`config.mk`:
```
export PLATFORM = sky130hd
export DESIGN_NAME = quad_mask_pixel_select
export DESIGN_NICKNAME = d
export VERILOG_FILES = /design/src/qmask_pkg.sv /design/src/quad_mask_pixel_select.sv /design/src/qmask_cfg.sv /design/src/qmask_cross.sv /design/src/qmask_select.sv
export SDC_FILE = /design/constraint.sdc
export NUM_CORES = 1
export LEC_CHECK = 0
export ABC_CLOCK_PERIOD_IN_PS = 800
export BUFFER_PORTS_ARGS = -buffer_cell sky130_fd_sc_hd__buf_4
export CORE_UTILIZATION = 37
export DETAILED_ROUTE_END_ITERATION = 8
export GPL_ROUTABILITY_DRIVEN = 0
export PLACE_DENSITY = 0.69
export SETUP_SLACK_MARGIN = 0.3
export SLEW_MARGIN = 25
export SYNTH_ARGS = -nofsm -noshare
export SYNTH_HDL_FRONTEND = slang
export SYNTH_SLANG_ARGS = --single-unit
export TNS_END_PERCENT = 50
```
`constraint.sdc`:
```
create_clock -name clk -period 0.8 [get_ports clk]
set_input_delay 0.16 -clock clk [delete_from_list [all_inputs] [get_ports clk]]
set_output_delay 0.16 -clock clk [all_outputs]
set_load 0.1 [all_outputs]
```
`src/qmask_pkg.sv`:
```
`timescale 1ns / 1ps
// ----------------------------------------------------------------------------
// qmask_pkg
// Shared widths, item types and cross-product bookkeeping for the
// quadrilateral mask pixel selector.
// ----------------------------------------------------------------------------
package qmask_pkg;

  // Coordinate and color widths
  localparam int COORD_BITS   = 12;
  localparam int COLOR_BITS   = 8;
  localparam int NUM_CORNERS  = 4;
  localparam int CORNER_IDX_W = $clog2(NUM_CORNERS);
  localparam int CFG_IDX_W    = CORNER_IDX_W + 1;

  // Datapath widths: corner minus pixel, products, cross products
  localparam int DIFF_W  = COORD_BITS + 1;
  localparam int PROD_W  = 2 * DIFF_W;
  localparam int CROSS_W = PROD_W + 1;

  // Configuration index: low bit selects the axis, upper bits the corner
  localparam logic AXIS_X = 1'b0;
  localparam logic AXIS_Y = 1'b1;

  // Edge cross products cross(d[a], d[b]) with d[i] = corner i - pixel
  localparam int NUM_CROSS = 5;
  localparam int CR_01 = 0;
  localparam int CR_12 = 1;
  localparam int CR_20 = 2;
  localparam int CR_23 = 3;
  localparam int CR_30 = 4;
  localparam int CROSS_A [NUM_CROSS] = '{0, 1, 2, 2, 3};
  localparam int CROSS_B [NUM_CROSS] = '{1, 2, 0, 3, 0};

  typedef logic [COORD_BITS-1:0] coord_t;
  typedef logic [COLOR_BITS-1:0] color_t;

  typedef struct packed {
    coord_t x;
    coord_t y;
  } corner_t;

  typedef corner_t [NUM_CORNERS-1:0] corner_arr_t;

  typedef struct packed {
    color_t blue;
    color_t green;
    color_t red;
  } rgb_t;

  typedef struct packed {
    rgb_t fore;
    rgb_t back;
  } color_pair_t;

  typedef struct packed {
    logic [NUM_CROSS-1:0] pos;
    logic [NUM_CROSS-1:0] neg;
  } sign_flags_t;

  typedef struct packed {
    coord_t pixel_col;
    coord_t pixel_row;
    color_t fore_blue;
    color_t fore_green;
    color_t fore_red;
    color_t back_blue;
    color_t back_green;
    color_t back_red;
  } in_item_t;

  typedef struct packed {
    color_t out_blue;
    color_t out_green;
    color_t out_red;
    logic   inside_quad;
  } out_item_t;

endpackage

```
`src/quad_mask_pixel_select.sv`:
```
`timescale 1ns / 1ps
// ----------------------------------------------------------------------------
// quad_mask_pixel_select
// Passes the foreground pixel where the coordinate lies inside a configured
// quadrilateral (boundary included), the background pixel elsewhere.
// ----------------------------------------------------------------------------
// Usage:
//   Configuration: write corner coordinates through cfg_we / cfg_index /
//   cfg_data (index 0..7 = corner0 x,y .. corner3 x,y) while no item is in
//   flight; a write takes effect at the next edge.
//   Input: an item is accepted at each edge with start high and busy low.
//   busy stays low, so one item can be accepted every clock cycle.
//   Output: each result appears on out_data for one cycle with out_valid
//   high, once it has passed the register stages below, in acceptance order.
//   Results pass through four register stages: corner offsets, partial
//   products, cross-product signs, triangle test and color select.
//   Throughput is one item per cycle; the receiver cannot stall and every
//   result must be taken in the cycle it is shown.
//   Reset (rst_n low, synchronous) clears all corners to zero and drops any
//   items in flight.
// ----------------------------------------------------------------------------
module quad_mask_pixel_select (
  input  logic                              clk,
  input  logic                              rst_n,
  input  logic                              start,
  output logic                              busy,
  input  qmask_pkg::in_item_t               in_data,
  output logic                              out_valid,
  output qmask_pkg::out_item_t              out_data,
  input  logic                              cfg_we,
  input  logic [qmask_pkg::CFG_IDX_W-1:0]   cfg_index,
  input  logic [qmask_pkg::COORD_BITS-1:0]  cfg_data
);

  qmask_pkg::corner_arr_t corners;
  logic                   in_accept;
  logic                   s3_valid;
  qmask_pkg::sign_flags_t s3_flags;
  qmask_pkg::color_pair_t s3_colors;

  // The pipeline never holds off an item
  assign busy      = 1'b0;
  assign in_accept = start && !busy;

  qmask_cfg u_cfg (
    .clk       (clk),
    .rst_n     (rst_n),
    .cfg_we    (cfg_we),
    .cfg_index (cfg_index),
    .cfg_data  (cfg_data),
    .corners   (corners)
  );

  qmask_cross u_cross (
    .clk       (clk),
    .rst_n     (rst_n),
    .in_valid  (in_accept),
    .in_item   (in_data),
    .corners   (corners),
    .s3_valid  (s3_valid),
    .s3_flags  (s3_flags),
    .s3_colors (s3_colors)
  );

  qmask_select u_select (
    .clk       (clk),
    .rst_n     (rst_n),
    .s3_valid  (s3_valid),
    .s3_flags  (s3_flags),
    .s3_colors (s3_colors),
    .out_valid (out_valid),
    .out_data  (out_data)
  );

`ifndef NO_ASSERTIONS
  // Every result strobe traces back to an accepted item
  a_latency: assert property (@(posedge clk) disable iff (!rst_n)
    out_valid |-> $past(in_accept, 4))
    else $error("result without accepted item");
`endif

endmodule

```
`src/qmask_cfg.sv`:
```
`timescale 1ns / 1ps
// ----------------------------------------------------------------------------
// qmask_cfg
// Corner register file, written through the plain configuration port.
// ----------------------------------------------------------------------------
module qmask_cfg (
  input  logic                               clk,
  input  logic                               rst_n,
  input  logic                               cfg_we,
  input  logic [qmask_pkg::CFG_IDX_W-1:0]    cfg_index,
  input  logic [qmask_pkg::COORD_BITS-1:0]   cfg_data,
  output qmask_pkg::corner_arr_t             corners
);

  qmask_pkg::corner_arr_t corners_r, corners_nxt;
  logic [qmask_pkg::CORNER_IDX_W-1:0] sel;

  assign sel = cfg_index[qmask_pkg::CFG_IDX_W-1:1];

  // Update the addressed coordinate
  always_comb begin
    corners_nxt = corners_r;
    if (cfg_we) begin
      unique case (cfg_index[0])
        qmask_pkg::AXIS_X: corners_nxt[sel].x = cfg_data;
        qmask_pkg::AXIS_Y: corners_nxt[sel].y = cfg_data;
        default:           corners_nxt = corners_r;
      endcase
    end
  end

  always_ff @(posedge clk) begin
    if (!rst_n) begin
      corners_r <= '0;
    end else begin
      corners_r <= corners_nxt;
    end
  end

  assign corners = corners_r;

endmodule

```
`src/qmask_cross.sv`:
```
`timescale 1ns / 1ps
// ----------------------------------------------------------------------------
// qmask_cross
// Three-stage edge test: corner offsets, partial products, cross products
// reduced to sign flags.
// ----------------------------------------------------------------------------
module qmask_cross (
  input  logic                    clk,
  input  logic                    rst_n,
  input  logic                    in_valid,
  input  qmask_pkg::in_item_t     in_item,
  input  qmask_pkg::corner_arr_t  corners,
  output logic                    s3_valid,
  output qmask_pkg::sign_flags_t  s3_flags,
  output qmask_pkg::color_pair_t  s3_colors
);

  localparam int DW = qmask_pkg::DIFF_W;
  localparam int PW = qmask_pkg::PROD_W;
  localparam int CW = qmask_pkg::CROSS_W;
  localparam int NC = qmask_pkg::NUM_CROSS;
  localparam int NK = qmask_pkg::NUM_CORNERS;
  localparam int IW = qmask_pkg::CORNER_IDX_W;

  // Stage 1: offsets of every corner from the pixel
  logic                   s1_valid_r;
  logic signed [DW-1:0]   dx_r [NK];
  logic signed [DW-1:0]   dy_r [NK];
  logic signed [DW-1:0]   dx_nxt [NK];
  logic signed [DW-1:0]   dy_nxt [NK];
  qmask_pkg::color_pair_t s1_colors_r, s1_colors_nxt;

  // Stage 2: the two products of each cross product
  logic                   s2_valid_r;
  logic signed [PW-1:0]   pa_r [NC];
  logic signed [PW-1:0]   pb_r [NC];
  logic signed [PW-1:0]   pa_nxt [NC];
  logic signed [PW-1:0]   pb_nxt [NC];
  qmask_pkg::color_pair_t s2_colors_r;

  // Stage 3: sign of each cross product
  logic                   s3_valid_r;
  qmask_pkg::sign_flags_t s3_flags_r, s3_flags_nxt;
  qmask_pkg::color_pair_t s3_colors_r;

  // Subtract the pixel from each corner
  always_comb begin
    for (int i = 0; i < NK; i++) begin
      dx_nxt[i] = $signed({1'b0, corners[i].x}) - $signed({1'b0, in_item.pixel_col});
      dy_nxt[i] = $signed({1'b0, corners[i].y}) - $signed({1'b0, in_item.pixel_row});
    end
    s1_colors_nxt.fore = '{blue: in_item.fore_blue, green: in_item.fore_green,
                           red: in_item.fore_red};
    s1_colors_nxt.back = '{blue: in_item.back_blue, green: in_item.back_green,
                           red: in_item.back_red};
  end

  // Form ax*by and bx*ay for each edge pair
  always_comb begin
    for (int k = 0; k < NC; k++) begin
      pa_nxt[k] = PW'(dx_r[IW'(qmask_pkg::CROSS_A[k])])
                * PW'(dy_r[IW'(qmask_pkg::CROSS_B[k])]);
      pb_nxt[k] = PW'(dx_r[IW'(qmask_pkg::CROSS_B[k])])
                * PW'(dy_r[IW'(qmask_pkg::CROSS_A[k])]);
    end
  end

  // Subtract and keep only the sign
  always_comb begin
    logic signed [CW-1:0] cr;
    cr = '0;
    s3_flags_nxt = '0;
    for (int k = 0; k < NC; k++) begin
      cr = CW'(pa_r[k]) - CW'(pb_r[k]);
      s3_flags_nxt.neg[k] = cr[CW-1];
      s3_flags_nxt.pos[k] = !cr[CW-1] && (cr != '0);
    end
  end

  // Advance valid bits every cycle
  always_ff @(posedge clk) begin
    if (!rst_n) begin
      s1_valid_r <= 1'b0;
      s2_valid_r <= 1'b0;
      s3_valid_r <= 1'b0;
    end else begin
      s1_valid_r <= in_valid;
      s2_valid_r <= s1_valid_r;
      s3_valid_r <= s2_valid_r;
    end
  end

  // Advance payload every cycle
  always_ff @(posedge clk) begin
    dx_r        <= dx_nxt;
    dy_r        <= dy_nxt;
    s1_colors_r <= s1_colors_nxt;
    pa_r        <= pa_nxt;
    pb_r        <= pb_nxt;
    s2_colors_r <= s1_colors_r;
    s3_flags_r  <= s3_flags_nxt;
    s3_colors_r <= s2_colors_r;
  end

  assign s3_valid  = s3_valid_r;
  assign s3_flags  = s3_flags_r;
  assign s3_colors = s3_colors_r;

`ifndef NO_ASSERTIONS
  // A valid item at stage 3 traces back to a valid input item
  a_valid_chain: assert property (@(posedge clk) disable iff (!rst_n)
    s3_valid_r |-> $past(in_valid, 3))
    else $error("stage 3 valid without matching input");

  // A cross product is never both positive and negative
  a_sign_excl: assert property (@(posedge clk) disable iff (!rst_n)
    s3_valid_r |-> ((s3_flags_r.pos & s3_flags_r.neg) == '0))
    else $error("conflicting sign flags");
`endif

endmodule

```
`src/qmask_select.sv`:
```
`timescale 1ns / 1ps
// ----------------------------------------------------------------------------
// qmask_select
// Final stage: triangle containment from edge signs and color selection.
// ----------------------------------------------------------------------------
module qmask_select (
  input  logic                    clk,
  input  logic                    rst_n,
  input  logic                    s3_valid,
  input  qmask_pkg::sign_flags_t  s3_flags,
  input  qmask_pkg::color_pair_t  s3_colors,
  output logic                    out_valid,
  output qmask_pkg::out_item_t    out_data
);

  logic                 out_valid_r;
  qmask_pkg::out_item_t out_data_r, out_data_nxt;
  logic                 tri0_in, tri1_in, quad_hit;
  logic [2:0]           t0_pos, t0_neg, t1_pos, t1_neg;

  // Gather edge signs per triangle; edge c2->c0 runs reversed in the second
  assign t0_pos = {s3_flags.pos[qmask_pkg::CR_01], s3_flags.pos[qmask_pkg::CR_12],
                   s3_flags.pos[qmask_pkg::CR_20]};
  assign t0_neg = {s3_flags.neg[qmask_pkg::CR_01], s3_flags.neg[qmask_pkg::CR_12],
                   s3_flags.neg[qmask_pkg::CR_20]};
  assign t1_pos = {s3_flags.pos[qmask_pkg::CR_23], s3_flags.pos[qmask_pkg::CR_30],
                   s3_flags.neg[qmask_pkg::CR_20]};
  assign t1_neg = {s3_flags.neg[qmask_pkg::CR_23], s3_flags.neg[qmask_pkg::CR_30],
                   s3_flags.pos[qmask_pkg::CR_20]};

  // Sub-areas add up to the whole exactly when the edges do not disagree in sign
  assign tri0_in  = !((|t0_pos) && (|t0_neg));
  assign tri1_in  = !((|t1_pos) && (|t1_neg));
  assign quad_hit = tri0_in || tri1_in;

  // Pick foreground or background
  always_comb begin
    if (quad_hit) begin
      out_data_nxt = '{out_blue: s3_colors.fore.blue, out_green: s3_colors.fore.green,
                       out_red: s3_colors.fore.red, inside_quad: 1'b1};
    end else begin
      out_data_nxt = '{out_blue: s3_colors.back.blue, out_green: s3_colors.back.green,
                       out_red: s3_colors.back.red, inside_quad: 1'b0};
    end
  end

  always_ff @(posedge clk) begin
    if (!rst_n) begin
      out_valid_r <= 1'b0;
    end else begin
      out_valid_r <= s3_valid;
    end
  end

  always_ff @(posedge clk) begin
    out_data_r <= out_data_nxt;
  end

  assign out_valid = out_valid_r;
  assign out_data  = out_data_r;

`ifndef NO_ASSERTIONS
  // The strobe is the stage 3 valid, registered
  a_strobe_step: assert property (@(posedge clk) disable iff (!rst_n)
    $past(rst_n) |-> (out_valid_r == $past(s3_valid)))
    else $error("result strobe out of step");

  // A pixel with no negative edge sign in the first triangle is inside
  a_tri0_inside: assert property (@(posedge clk) disable iff (!rst_n)
    (s3_valid && (t0_neg == '0)) |=> out_data_r.inside_quad)
    else $error("pixel on inner side of all edges marked outside");
`endif

endmodule
```
==> run_results.csv <==
group,metric,value,unit
timing,setup_slack,-0.220,ns
grt,grt_pass1_vias,950,
synth,syn_area,2050,µm²
detailed_routing,drt_pre_antenna_iters,3,
power,p_clk_share,34.0,%
synth,netlist_instances,108,
power,power_frac_comb,9.5,%
die,start_util,39.4,%
power,p_int,7.30,mW
synth,synth.distinct_cells,4,
grt,grtUsageTotal,10.1,%
die,coreArea,5200,µm²
critical_path,cp_num_buf_inv,1,
cells_and_area,finalNetCount,259,
timing,period_needed,1.02,ns
critical_path,slowest_delay,0.36,ns
timing,max_freq,980,MHz
clock_tree,clockRootBuffer,"clkbuf_8",
clock_tree,clk_latency,0.33,ns
detailed_routing,drt-wirelength-per-cell,10.6,µm
detailed_routing,vias_per_cell,3.60,
die,rows,26,
status,violations,"hold timing, setup timing",
cells_and_area,fin_util,60.1,%
power,pwr-share-seq,56.6,%
grt,overflow,0,
placed_design,dp_slack,0.0406,ns
power,peakVddDrop,0.00208,V
detailed_routing,vias,874,
grt,grt_max_degree,16,
placed_design,portBuffers,51,
timing,finalHoldViolations,24,
timing,setup_violations,25,
die,pin_count,118,
power,p_per_area,2990,nW/µm²
clock_tree,cts_max_level,3,
detailed_routing,antenna_left,0,
critical_path,path_cells,"buf_12",
cells_and_area,drive_gt1_share,54.3,%
clock_tree,cts_tree,"yes",
critical_path,cp_max_fo,1,
cells_and_area,nFillCells,413,
timing,period_share,128,%
timing,whs,-0.0715,ns
critical_path,end_kind,"primary output",
detailed_routing,first_iter_violations,14,
critical_path,critical_path_class,"flop to primary output",
clock_tree,cts_buffers,9,
power,power_switching,2.07,mW
clock_tree,clkSinkCount,100,
clock_tree,cts_setup_buffers,0,
synth,syn_nets,199,
power,swShare,22.1,%
clock_tree,cts_buffer_depth,2,
synth,yosysWarnings,0,
critical_path,cp.arrival,0.86,ns
grt,grt_pass1_wl,4.13,mm
detailed_routing,drc,0,
cells_and_area,diodes,0,
clock_tree,clkTransAtPathRegs,0.09,ns
detailed_routing,totalWireLength,2.58,mm
timing,maxSlewViolCount,0,
critical_path,slowest_stage,"dfxtp_4",
critical_path,required,0.64,ns
status,status,"complete, but fails checks",
die,dieArea,5840,µm²
die,die_w,76.4,µm
worst_hold_path,min_path_cells,1,
timing,rsz0062_at_grt,"true",
synth,synth-seq-area-share,97.7,%
power,p_total,9.36,mW
critical_path,path_depth,1,
power,p_leak,1.34,nW
critical_path,reg2reg_depth,1,
critical_path,cp_top_family,"flip-flops",
job,drv_cap,0,
synth,syn_avg_cell_area,19.0,µm²
cells_and_area,syn_to_final_growth,52.6,%
critical_path,cp-start-kind,"flop",
die,die_y,76.4,µm
synth,ys_ff_latch,100,
grt,antenna_found_initial,0,
timing,fin_skew,0.00731,ns
worst_hold_path,hold_path.class,"input port to flop",
==> layer usage <==
layer | wire length, µm | track usage [%] | vias up | share of wire [%]
met5 | 0 | 0 | - | 0
met4 | 51 | 6.92 | 0 | 2.0
met3 | 126 | 5.15 | 5 | 4.9
met2 | 1620 | 19.3 | 27 | 63
met1 | 778 | 7.57 | 401 | 30
li1 | - | - | 441 | -
==> what timing repair did <==
action	CTS	global route
resized for setup	75	6
setup endpoints to repair	28	28
endpoints found under the hold margin	24	24
pin swaps	3	1
==> through the flow <==
| stage | instance area (µm²) | TNS, ns | cells | hold slack (ns) |
|---|---|---|---|---|
| 5_1_grt | 3130 | -6.32 | 243 | -0.107 |
| 2_1_floorplan | 2140 | 0 | 108 | 0.188 |
| 3_5_place_dp | 2600 | 0 | 227 | 0.265 |
| 3_3_place_gp | 2600 | 0 | 227 | 0.264 |
| 6_report | 3130 | -5.14 | 243 | -0.0715 |
| 4_1_cts | 3120 | -5.69 | 243 | -0.0937 |
==> cell families after synthesis <==
kind of cell,count (synthesis),synth area share (%)
buffers and inverters,2,0.732
DFF,100,97.7
other,2,0.366
and+or+nand+nor,4,1.22
==> final cells by class <==
class                      instances  area [µm²]  share of cell area (%)
clock buffer                      13         139                    4.44
clock inverter                     3        65.1                    2.08
multi-input combinational          6        40.0                    1.28
tap                               70        87.6                    2.80
timing repair buffer              51         696                    22.2
sequential                       100        2100                    67.1
==> cell usage after synthesis, drive strengths merged <==
cell	number	area share [%]
buf	2	0.73
conb	2	0.37
and2	4	1.2
dfxtp	100	98
==> power by group through the flow <==
| stage | clock network (mW) | logic, mW | registers [mW] |
|---|---|---|---|
| final | 3.18 | 0.889 | 5.30 |
| after CTS | 3.29 | 0.886 | 5.30 |
| after floorplan | 0 | 0.0523 | 5.84 |
| after global placement | 0 | 0.717 | 5.36 |
| after global routing | 3.51 | 0.906 | 5.32 |
| after detailed placement | 0 | 0.722 | 5.38 |
==> cell usage in the layout (no fill, tap or decap) <==
cell	n
buf_12	25
clkinv_2	1
conb_1	2
dfxtp_4	25
clkbuf_8	9
and2_1	1
dfxtp_2	3
clkbuf_1	4
bufinv_16	2
dfxtp_1	72
buf_4	26
and2_4	3
==> sequential cells by signal, summed over array words and instances, names as in the netlist <==
register             cells
u_cross.s2_colors_r     24
u_cross.s3_colors       24
u_cross.s2_valid_r       1
u_cross.s3_valid         1
u_select.out_data       24
u_cross.s1_colors_r     24
u_cross.s1_valid_r       1
u_select.out_valid       1
==> final timing paths <==
check	startpoint	end	slack (ns)
max	u_select.out_data[13]	out_data[13]	-0.22
min	in_data[39]	u_cross.s1_colors_r[39]	-0.07
max reg2reg	u_cross.s3_valid	u_select.out_valid	0.26
min reg2reg	u_cross.s3_colors[46]	u_select.out_data[23]	0.32
Note: power is estimated with default switching activity, not from simulation.
